$ cat src/rtl/core/pac_pkg.sv
// ----------------------------------------------------------------------------
// pac_pkg: shared types and constants of the particulate AQI calculator
// Payload structs, breakpoint tables with their reciprocal divisors, segment
// bases and quality level codes.
// ----------------------------------------------------------------------------
package pac_pkg;

	// Payload of one input transfer
	typedef struct packed {
		logic [15:0] pm25_concentration;
		logic [15:0] pm10_concentration;
	} pac_sample_t;

	// Payload of one result transfer
	typedef struct packed {
		logic [15:0] air_index;
		logic [2:0]  quality_level;
	} pac_result_t;

	// Quality level codes
	localparam logic [2:0] QL_VERY_LOW  = 3'd0;
	localparam logic [2:0] QL_LOW       = 3'd1;
	localparam logic [2:0] QL_MEDIUM    = 3'd2;
	localparam logic [2:0] QL_HIGH      = 3'd3;
	localparam logic [2:0] QL_VERY_HIGH = 3'd4;

	// Quality thresholds on the index
	localparam logic [15:0] QT_LOW       = 16'd25;
	localparam logic [15:0] QT_MEDIUM    = 16'd50;
	localparam logic [15:0] QT_HIGH      = 16'd75;
	localparam logic [15:0] QT_VERY_HIGH = 16'd100;

	// Largest index the arithmetic can produce (full-scale PM10)
	localparam logic [15:0] INDEX_MAX = 16'd46757;

	localparam int SEGMENTS = 5;
	localparam int SEG_W    = $clog2(SEGMENTS);
	localparam int BP_W     = 10;   // doubled breakpoints stay below 1024
	localparam int C2_W     = 17;   // doubled 16-bit concentration
	localparam int RCP_SH   = 25;   // reciprocal scale, exact for diff < 2^17
	localparam int RCP_W    = 27;

	// 50 * 2^RCP_SH; reciprocal for divisor d is ceil(RcpScale / d)
	localparam logic [63:0] RcpScale = 64'd50 << RCP_SH;

	typedef logic [SEG_W-1:0] pac_seg_t;

	// One breakpoint table: doubled breakpoints and per-segment reciprocals
	typedef struct packed {
		logic [SEGMENTS:0][BP_W-1:0]    bp;
		logic [SEGMENTS-1:0][RCP_W-1:0] rcp;
	} pac_table_t;

	// Segment bases 0, 50, 100, 150, 200
	localparam logic [SEGMENTS-1:0][7:0] SEG_BASE =
		{8'd200, 8'd150, 8'd100, 8'd50, 8'd0};

	// PM2.5: 0, 9.0, 35.5, 55.5, 125.5, 225.5 (doubled); spans 18,53,40,140,200
	localparam pac_table_t TBL_PM25 = '{
		bp:  {10'd451, 10'd251, 10'd111, 10'd71, 10'd18, 10'd0},
		rcp: {27'((RcpScale + 64'd199) / 64'd200),
		      27'((RcpScale + 64'd139) / 64'd140),
		      27'((RcpScale + 64'd39)  / 64'd40),
		      27'((RcpScale + 64'd52)  / 64'd53),
		      27'((RcpScale + 64'd17)  / 64'd18)}
	};

	// PM10: 0, 55, 155, 255, 355, 425 (doubled); spans 110,200,200,200,140
	localparam pac_table_t TBL_PM10 = '{
		bp:  {10'd850, 10'd710, 10'd510, 10'd310, 10'd110, 10'd0},
		rcp: {27'((RcpScale + 64'd139) / 64'd140),
		      27'((RcpScale + 64'd199) / 64'd200),
		      27'((RcpScale + 64'd199) / 64'd200),
		      27'((RcpScale + 64'd199) / 64'd200),
		      27'((RcpScale + 64'd109) / 64'd110)}
	};

endpackage

$ cat src/rtl/core/pac_sub_index.sv
// ----------------------------------------------------------------------------
// pac_sub_index: piecewise-linear sub-index of one concentration
// Picks the breakpoint segment, then computes base + floor(50*(2c-lo)/span)
// with one multiply by a precomputed exact reciprocal.
// ----------------------------------------------------------------------------
module pac_sub_index
	import pac_pkg::*;
(
	input  logic [15:0] conc,
	input  pac_table_t  tbl,
	output logic [15:0] sub_index
);

	logic [C2_W-1:0]        c2;
	pac_seg_t               seg;
	logic [C2_W-1:0]        diff;
	logic [C2_W+RCP_W-1:0]  prod;
	logic [15:0]            quot;

	assign c2 = {conc, 1'b0};

	// Segment search: lowest breakpoint the value is below; top segment otherwise
	always_comb begin
		seg = SEG_W'(SEGMENTS - 1);
		for (int i = SEGMENTS - 1; i >= 1; i--) begin
			if (c2 < C2_W'(tbl.bp[i])) begin
				seg = SEG_W'(i - 1);
			end
		end
	end

	// Offset into segment, scaled divide via reciprocal (exact for 17-bit offsets)
	assign diff = c2 - C2_W'(tbl.bp[seg]);
	assign prod = (C2_W+RCP_W)'(diff) * (C2_W+RCP_W)'(tbl.rcp[seg]);
	assign quot = prod[RCP_SH+15:RCP_SH];

	assign sub_index = quot + 16'(SEG_BASE[seg]);

endmodule

$ cat config.mk
export PLATFORM = sky130hd
export DESIGN_NAME = pac_sub_index
export DESIGN_NICKNAME = d
export VERILOG_FILES = /design/src/rtl/core/pac_pkg.sv /design/src/rtl/core/pac_sub_index.sv
export SDC_FILE = /design/constraint.sdc
export NUM_CORES = 1
export LEC_CHECK = 0
export ABC_AREA = 1
export BUFFER_PORTS_ARGS = -buffer_cell sky130_fd_sc_hd__buf_2
export CAP_MARGIN = 10
export CORE_MARGIN = 2
export CORE_UTILIZATION = 45
export DETAILED_ROUTE_END_ITERATION = 8
export PLACE_DENSITY = 0.68
export SETUP_SLACK_MARGIN = 0.5
export SLEW_MARGIN = 20
export SYNTH_ARGS = -nofsm -noshare
export SYNTH_HDL_FRONTEND = slang
export SYNTH_SLANG_ARGS = --single-unit
$ cat constraint.sdc
create_clock -name vclk -period 12.9
set_input_delay 0.645 -clock vclk [all_inputs]
set_output_delay 0.645 -clock vclk [all_outputs]
set_load 0.03 [all_outputs]
==> impl_metrics.json, run 1 <==
{
  "antenna_found_initial": 4,
  "use_met3_pct": 3.42,
  "cp.arrival_ns": 11.19,
  "fillers": 3894,
  "max_freq_ghz": 0.0845,
  "tns_ns": 0,
  "max_stage_delay_ns": 0.58,
  "syn_nets": 3257,
  "slew_headroom_pct": 38.7,
  "timing.final.crit_share_pct": 91.8,
  "setup_viol": 0,
  "drtIter0Drc": 1336,
  "grt_use_total_pct": 29.6,
  "fin_nets": 3460,
  "core_area_um2": 38900,
  "grt_busiest_layer": "met2",
  "drive_gt1_share_pct": 14.4,
  "grt_first_pass_wirelength_mm": 95.4,
  "critPathMaxFanout": 18,
  "num_io_pins": 227,
  "dpl_cell_area_um2": 19700,
  "die_area_um2": 41300,
  "drv_cap": 0,
  "outcome": "finished, final reports clean",
  "via_count": 17389,
  "hold_path_class": "in -> out",
  "synthesis.area_um2": 17900,
  "worstMarginPinSlew_ns": 0.918,
  "grt_pass1_vias": 18202,
  "rsz0062_at_grt": "yes",
  "area_delta_synth_final_pct": 12.7,
  "regArea_um2": 0,
  "initial_core_util_pct": 45.9,
  "design.seq.count": 0,
  "overflow": 0,
  "via_per_inst": 5.36,
  "post_synth.cell_area_avg_um2": 7.08,
  "ys_seq_area_share_pct": 0,
  "end_kind": "primary output",
  "grt_max_degree": 49,
  "ys_warn_count": 0,
  "worst-setup-path-type": "in -> out",
  "port_buffers": 225,
  "die_width_um": 203,
  "detail_route.first_pass.iterations": 5,
  "report.final.hold_viol_count": 0,
  "place_hpwl_mm": 51.2,
  "clockBufferCount": 0,
  "gp_congestion": 0.986,
  "final_antenna_net_count": 0,
  "crit_slowest_cell": "fa_1",
  "startpoint_type": "input port",
  "grt_use_met1_pct": 38.5,
  "fin_crit_ns": 11.84,
  "critPathMostFrequentCell": "nand2_1",
  "synth_cells": 2521,
  "required_ns": 12.26,
  "postLayoutCellArea_um2": 20100,
  "route.detailed.drc": 0,
  "slew_viol_final": 0,
  "ys_types": 48,
  "drt-total-wl_mm": 59.8,
  "wl_per_cell_um": 18.4,
  "grt_util_met2_pct": 50.6,
  "die_height_um": 203,
  "fp-row-count": 72
}
[timing repair]
action / in CTS / in global routing
setup buffers: 4 / 7
endpoints found under the setup margin: 8 / 12
cloned: 0 / 1
gates resized for setup: 10 / 88
hold buffers: 0 / 0
pin swaps: 1 / 9
[kinds of logic after synthesis]
| family | synth area share [%] |
|---|---|
| compound gates | 6.06 |
| fa+ha+maj | 52.4 |
| buf+inv | 15.6 |
| simple gates | 24.0 |
| xor+xnor | 1.96 |
[Yosys cell counts (9+ instances only)]
library cell / n / area share (%)
fa_1: 372 / 42
nor2_1: 175 / 3.7
nand2_2: 12 / 0.42
nand4_1: 15 / 0.53
buf_2: 48 / 1.3
clkbuf_1: 34 / 0.71
nand2_1: 674 / 14
inv_1: 620 / 13
o21ai_0: 71 / 2.0
ha_1: 153 / 11
xnor2_1: 11 / 0.54
a21oi_1: 84 / 2.4
a31oi_1: 9 / 0.32
xor2_1: 29 / 1.4
nand3_1: 115 / 3.2
[cell type report]
class	instances	area (µm²)	share of cell area, %
Inverter	628	2370	11.8
Tap cell	518	648	3.22
Antenna cell	5	12.5	0.0622
Multi-Input combinational cell	1803	15400	76.5
Timing Repair Buffer	291	1700	8.45
[layer usage]
metal | vias to the layer above | wire (µm)
met5 | - | 0
met4 | 0 | 2720
met3 | 156 | 4640
met2 | 741 | 28500
met1 | 8652 | 23900
li1 | 7840 | -
[worst max-delay path, delay by kind of cell]
kind	cells	cell delay (ns)
adders and majority gates	11	4.65
and+or+nand+nor	21	2.17
AOI/OAI and AO/OA	12	1.76
buffers and inverters	12	1.39
xor gates and xnor gates	3	0.54
[stage by stage]
step / utilization, % / hold WS [ns] / cells / worst slack (ns)
floorplan: - / 1.86 / 2521 / 1.34
global placement: 50.5 / 2.12 / 3228 / 0.273
detailed placement: 50.5 / 2.14 / 3228 / 0.0378
CTS: 50.7 / 2.14 / 3232 / 0.502
global route: 51.7 / 2.26 / 3244 / 0.449
finish: 51.7 / 2.16 / 3245 / 1.06
[cells in the final DEF, fill, tap and decap left out, types with 5 or more instances in the layout]
master   count
a21o_1       6
a21oi_1     73
a21oi_2     10
a31oi_1      8
buf_2      224
buf_4       58
diode_2      5
fa_1       370
ha_1       143
ha_2         6
inv_1      614
inv_2        8
nand2_1    669
nand2_2     12
nand3_1    114
nand4_1     15
nor2_1     169
nor2_2      11
nor3_1       7
nor4_1       6
o21a_1       5
o21ai_0     59
o21ai_1     13
or2_2        5
xnor2_1      7
xor2_1      25
[final timing paths]
check | endpoint | slack, ns | start | cells past startpoint
setup / recovery | sub_index[13] | 1.06 | conc[7] | 59
hold / removal | sub_index[15] | 2.16 | conc[14] | 8
Power of run 1 is left out: the tool's default activity adds up to more than one toggle a clock period on the data nets, which glitch-free logic cannot reach.
==> inputs of run 2 (changes only) <==
--- a/config.mk
+++ b/config.mk
@@ -5,13 +5,12 @@
 export SDC_FILE = /design/constraint.sdc
 export NUM_CORES = 1
 export LEC_CHECK = 0
-export ABC_AREA = 1
 export BUFFER_PORTS_ARGS = -buffer_cell sky130_fd_sc_hd__buf_2
 export CAP_MARGIN = 10
 export CORE_MARGIN = 2
-export CORE_UTILIZATION = 45
+export CORE_UTILIZATION = 50
 export DETAILED_ROUTE_END_ITERATION = 8
-export PLACE_DENSITY = 0.68
+export PLACE_DENSITY = 0.74
 export SETUP_SLACK_MARGIN = 0.5
 export SLEW_MARGIN = 20
 export SYNTH_ARGS = -nofsm -noshare
==> run 2 against run 1 <==
  * Sequential share of layout area stayed put
  * Worst setup slack worse by 1.0 ns
  * First-iteration DRC count is 27% lower
  * Synthesized cell count is 16% lower
  * Non-clock buffer count is 157 higher
  * Wire length is 10% lower
  * Critical path depth is 6 lower
  * Count of clock-buffer cells in the layout stayed put
  * Final area is 4.7% higher
  * Critical endpoint is now sub_index[14]
  * Highest routed layer unchanged
==> impl_metrics.json, run 2 <==
{
  "outcome": "finished, final reports clean",
  "synth_top_area_share_pct": 43.4,
  "synth_area_leaders": "fa_1 43%, ha_1 11%, inv_1 11%",
  "via_count": 16107,
  "grt_first_pass_wirelength_mm": 87.5,
  "path_buf_inv": 13,
  "worst-setup-path-type": "in -> out",
  "timing.final.crit_share_pct": 99.8,
  "die_area_um2": 35800,
  "antenna_found_initial": 2,
  "drt-total-wl_mm": 53.7,
  "initial_core_util_pct": 50.9,
  "fin_crit_ns": 12.87,
  "mostFrequentLayoutCells": "498 x inv_1, 418 x nand2_1, 370 x fa_1, 218 x buf_2, 191 x buf_4",
  "core_area_um2": 33700,
  "required_ns": 12.26,
  "critPathMostFrequentCell": "fa_1",
  "tns_ns": 0,
  "slew_viol_final": 0,
  "grt_pass1_vias": 17334,
  "yosys.cell_count.top_type": "inv_1",
  "hold-path-endpoint": "sub_index[15]",
  "end_kind": "primary output",
  "synthesis.area_um2": 17200,
  "hold_depth": 7,
  "drv_cap": 0,
  "final_antenna_net_count": 0,
  "post_synth.cell_area_avg_um2": 8.06,
  "fin_nets": 3223,
  "grt_max_degree": 41,
  "hold_buffers": 0,
  "ys_warn_count": 0,
  "cp.arrival_ns": 12.23,
  "ys_types": 65,
  "startpoint_type": "input port",
  "slew_headroom_pct": 31.7,
  "report.final.hold_viol_count": 0,
  "synth_cells": 2129,
  "design.seq.count": 0,
  "hold_path_class": "in -> out",
  "fp-row-count": 67,
  "drive_gt1_share_pct": 23.4,
  "detail_route.first_pass.iterations": 6,
  "grt_use_total_pct": 30.6,
  "min_from": "tbl[25]",
  "crit_slowest_cell": "or4_4",
  "place_hpwl_mm": 43.3,
  "setup_viol": 0,
  "worstMarginPinSlew_ns": 1.02,
  "ys_seq_area_share_pct": 0,
  "rsz0062_at_grt": "yes",
  "wl_per_cell_um": 18.3,
  "drtIter0Drc": 979,
  "synth_top_area_cell": "fa_1",
  "area_delta_synth_final_pct": 22.8,
  "clockBufferCount": 0,
  "num_io_pins": 227,
  "max_stage_delay_ns": 0.61,
  "final_common_cell": "inv_1",
  "overflow": 0,
  "port_buffers": 226,
  "critPathMaxFanout": 11,
  "via_per_inst": 5.49,
  "gp_congestion": 0.989,
  "regArea_um2": 0,
  "syn_nets": 2865,
  "fillers": 2826,
  "synth_common_cells": "509 x inv_1, 428 x nand2_1, 372 x fa_1",
  "path_delay_family": "adder cells",
  "die_width_um": 189,
  "die_height_um": 189,
  "max_freq_ghz": 0.0777,
  "route.detailed.drc": 0
}
run 2: changes by cell type after synthesis, moves of 20 or more:
cell      previous run  this run
a31oi_1              9        29
and2_1               3       106
clkbuf_1            34        54
inv_1              620       509
nand2_1            674       428
nand2b_1             0        33
nand3_1            115         4
nor2_1             175        43
o21ai_0             71        32
xnor2_1             11        36
run 2: worst max-delay path by stage:
stage | startpoint | endpoint | slack (ns) | cells after the start
2_1_floorplan | conc[12] | sub_index[15] | 0.49 | 53
3_3_place_gp | conc[12] | sub_index[14] | -0.13 | 53
3_5_place_dp | conc[12] | sub_index[14] | -0.35 | 53
4_1_cts | conc[9] | sub_index[14] | 0.26 | 54
5_1_grt | conc[9] | sub_index[14] | -0.39 | 52
6_report | conc[9] | sub_index[14] | 0.03 | 53
run 2: area by class of cell:
type / count / area, µm² / share of cell area [%]
Multi-Input combinational cell: 1527 / 15500 / 73.4
Tap cell: 448 / 561 / 2.66
Timing Repair Buffer: 448 / 3120 / 14.8
Inverter: 510 / 1920 / 9.11
Antenna cell: 2 / 5.00 / 0.0237
run 2: kinds of logic after synthesis:
family	Yosys count	synth area share, %
compound gates	258	10.1
mux	26	1.64
fa+ha+maj	525	54.5
simple gates	669	17.6
buf+inv	602	13.5
xor+xnor	49	2.66
run 2: repair_timing:
| action | 4_1_cts | 5_1_grt |
|---|---|---|
| gates resized for setup | 78 | 44 |
| pin swaps | 84 | 46 |
| endpoints found under the setup margin | 9 | 11 |
| gates cloned | 1 | 1 |
| buffers inserted | 55 | 16 |
run 2: through the flow:
step                instances  hold slack, ns  cell area (µm²)  util, %  setup slack [ns]
floorplan                2129            1.77            17400        -             0.489
global placement         2860            2.30            19900     59.1            -0.129
detailed placement       2860            2.31            19900     59.1            -0.350
CTS                      2916            2.27            20700     61.4             0.255
global route             2935            2.32            21100     62.5            -0.390
finish                   2935            2.28            21100     62.5            0.0287
run 2: metal layers:
metal  global-route usage (%)  routed length [µm]  vias to the layer above
li1                         -                   -                     7174
met1                     39.0               20600                     8064
met2                     53.3               26500                      702
met3                     4.87                4440                      167
met4                     10.0                2140                        0
met5                        0                   0                        -
Power of run 2 is left out for the same reason.
==> inputs of run 3 (changes only) <==
==> constraint.sdc (replaced) <==
create_clock -name vclk -period 12.9
set_input_delay 0.645 -clock vclk [all_inputs]
set_output_delay 0.645 -clock vclk [all_outputs]
set_load 0.02 [all_outputs]
==> run 3 against run 2 <==
  * Final cell count down 1.2%
  * Highest routed layer unchanged
  * Worst hold slack worse by 0.097 ns
  * Die area stayed put
  * Via count decreased by 1.5%
  * Critical path depth grew 3
  * Core utilization shrank 1.1 points
  * Wire length decreased by 1.3%
  * Fmax rose by 0.21%
  * Critical path type unchanged
  * First-iteration DRC count increased by 12%
  * Non-clock buffer count fell by 34
  * Count of clock-buffer cells in the layout unchanged
  * Final area shrank 1.7%
==> impl_metrics.json, run 3 (synthesized netlist as in run 2, its figures left out) <==
{
  "dpl_cell_area_um2": 19700,
  "grt_first_pass_wirelength_mm": 84.8,
  "dp_slack_ns": -0.117,
  "grt_max_degree": 41,
  "slew_viol_final": 0,
  "via_per_inst": 5.47,
  "mostFrequentLayoutCells": "504 x inv_1, 423 x nand2_1, 368 x fa_1, 214 x buf_2, 161 x buf_4",
  "worstMarginPinSlew_ns": 1.26,
  "regArea_um2": 0,
  "die_area_um2": 35800,
  "timing.final.crit_share_pct": 99.6,
  "setup_viol": 0,
  "max_freq_ghz": 0.0779,
  "gp_congestion": 0.988,
  "cp-startpoint": "conc[12]",
  "antenna_found_initial": 2,
  "outcome": "finished, final reports clean",
  "worst-setup-path-type": "in -> out",
  "die_height_um": 189,
  "end_kind": "primary output",
  "rsz0062_at_grt": "yes",
  "cp.arrival_ns": 12.20,
  "overflow": 0,
  "fin_nets": 3190,
  "critPathMaxFanout": 7,
  "required_ns": 12.26,
  "final_antenna_net_count": 0,
  "hold_path_class": "in -> out",
  "port_buffers": 226,
  "grt_pass1_vias": 16711,
  "core_area_um2": 33700,
  "min_from": "tbl[25]",
  "initial_core_util_pct": 50.9,
  "final_common_cell": "inv_1",
  "design.seq.count": 0,
  "slew_headroom_pct": 15.9,
  "drt-total-wl_mm": 53.0,
  "clockBufferCount": 0,
  "worst_slack_ns": 0.0560,
  "critPathMostFrequentCell": "fa_1",
  "crit_slowest_cell": "or4_4",
  "via_count": 15861,
  "startpoint_type": "input port",
  "fin_crit_ns": 12.84,
  "postLayoutCellArea_um2": 20700,
  "drive_gt1_share_pct": 21.6,
  "report.final.hold_viol_count": 0,
  "fp-row-count": 67,
  "place_hpwl_mm": 42.7,
  "stdcell_count": 2901,
  "drv_cap": 0,
  "grt_use_total_pct": 29.7,
  "num_io_pins": 227,
  "die_width_um": 189,
  "drtIter0Drc": 1097,
  "area_delta_synth_final_pct": 20.7,
  "wl_per_cell_um": 18.3,
  "numPlacedInstances": 2838,
  "max_stage_delay_ns": 0.58,
  "fillers": 2886,
  "route.detailed.drc": 0,
  "detail_route.first_pass.iterations": 6
}
## run 3: changes by cell type in the layout (fill, tap and decap cells not counted), sizes merged
cell and change:
buf -34, diode -1, and2 +1
## run 3: area by class of cell
class | instances | area [µm²] | share of cell area, %
Antenna cell | 1 | 2.50 | 0.0121
Multi-Input combinational cell | 1528 | 15400 | 74.3
Tap cell | 448 | 561 | 2.71
Timing Repair Buffer | 414 | 2850 | 13.7
Inverter | 510 | 1920 | 9.26
## run 3: final timing paths
check	endpoint	cells past startpoint
worst max-delay path	sub_index[15]	56
worst min-delay path	sub_index[15]	7
## run 3: layer usage
metal  GRT usage (%)  part of all wire, %  up-vias
li1                -                    -     7104
met1            39.5                   41     8047
met2            52.3                   50      608
met3            3.11                  6.3      102
met4            6.65                  2.3        0
met5               0                    0        -
## run 3: per-stage QoR
stage                     utilization (%)  setup TNS (ns)  hold WS (ns)
after floorplan                         -               0          1.77
after global placement               58.4               0          2.16
after detailed placement             58.4          -0.213          2.17
after CTS                            60.0               0          2.14
after global routing                 61.5           -1.96          2.24
final                                61.5               0          2.18
## run 3: worst max-delay path: cells and delay by family
family | cells | cell delay, ns
buf+inv | 11 | 1.19
xor+xnor | 3 | 0.53
compound gates | 16 | 2.31
fa+ha+maj | 10 | 4.08
simple gates | 16 | 3.39
## run 3: repair_timing
action	in CTS	in global routing
resized for setup	65	60
hold buffers	0	0
cloned	2	1
endpoints found under the setup margin	9	12
setup buffers	34	25
pin swaps	59	76
Power of run 3 is left out for the same reason.
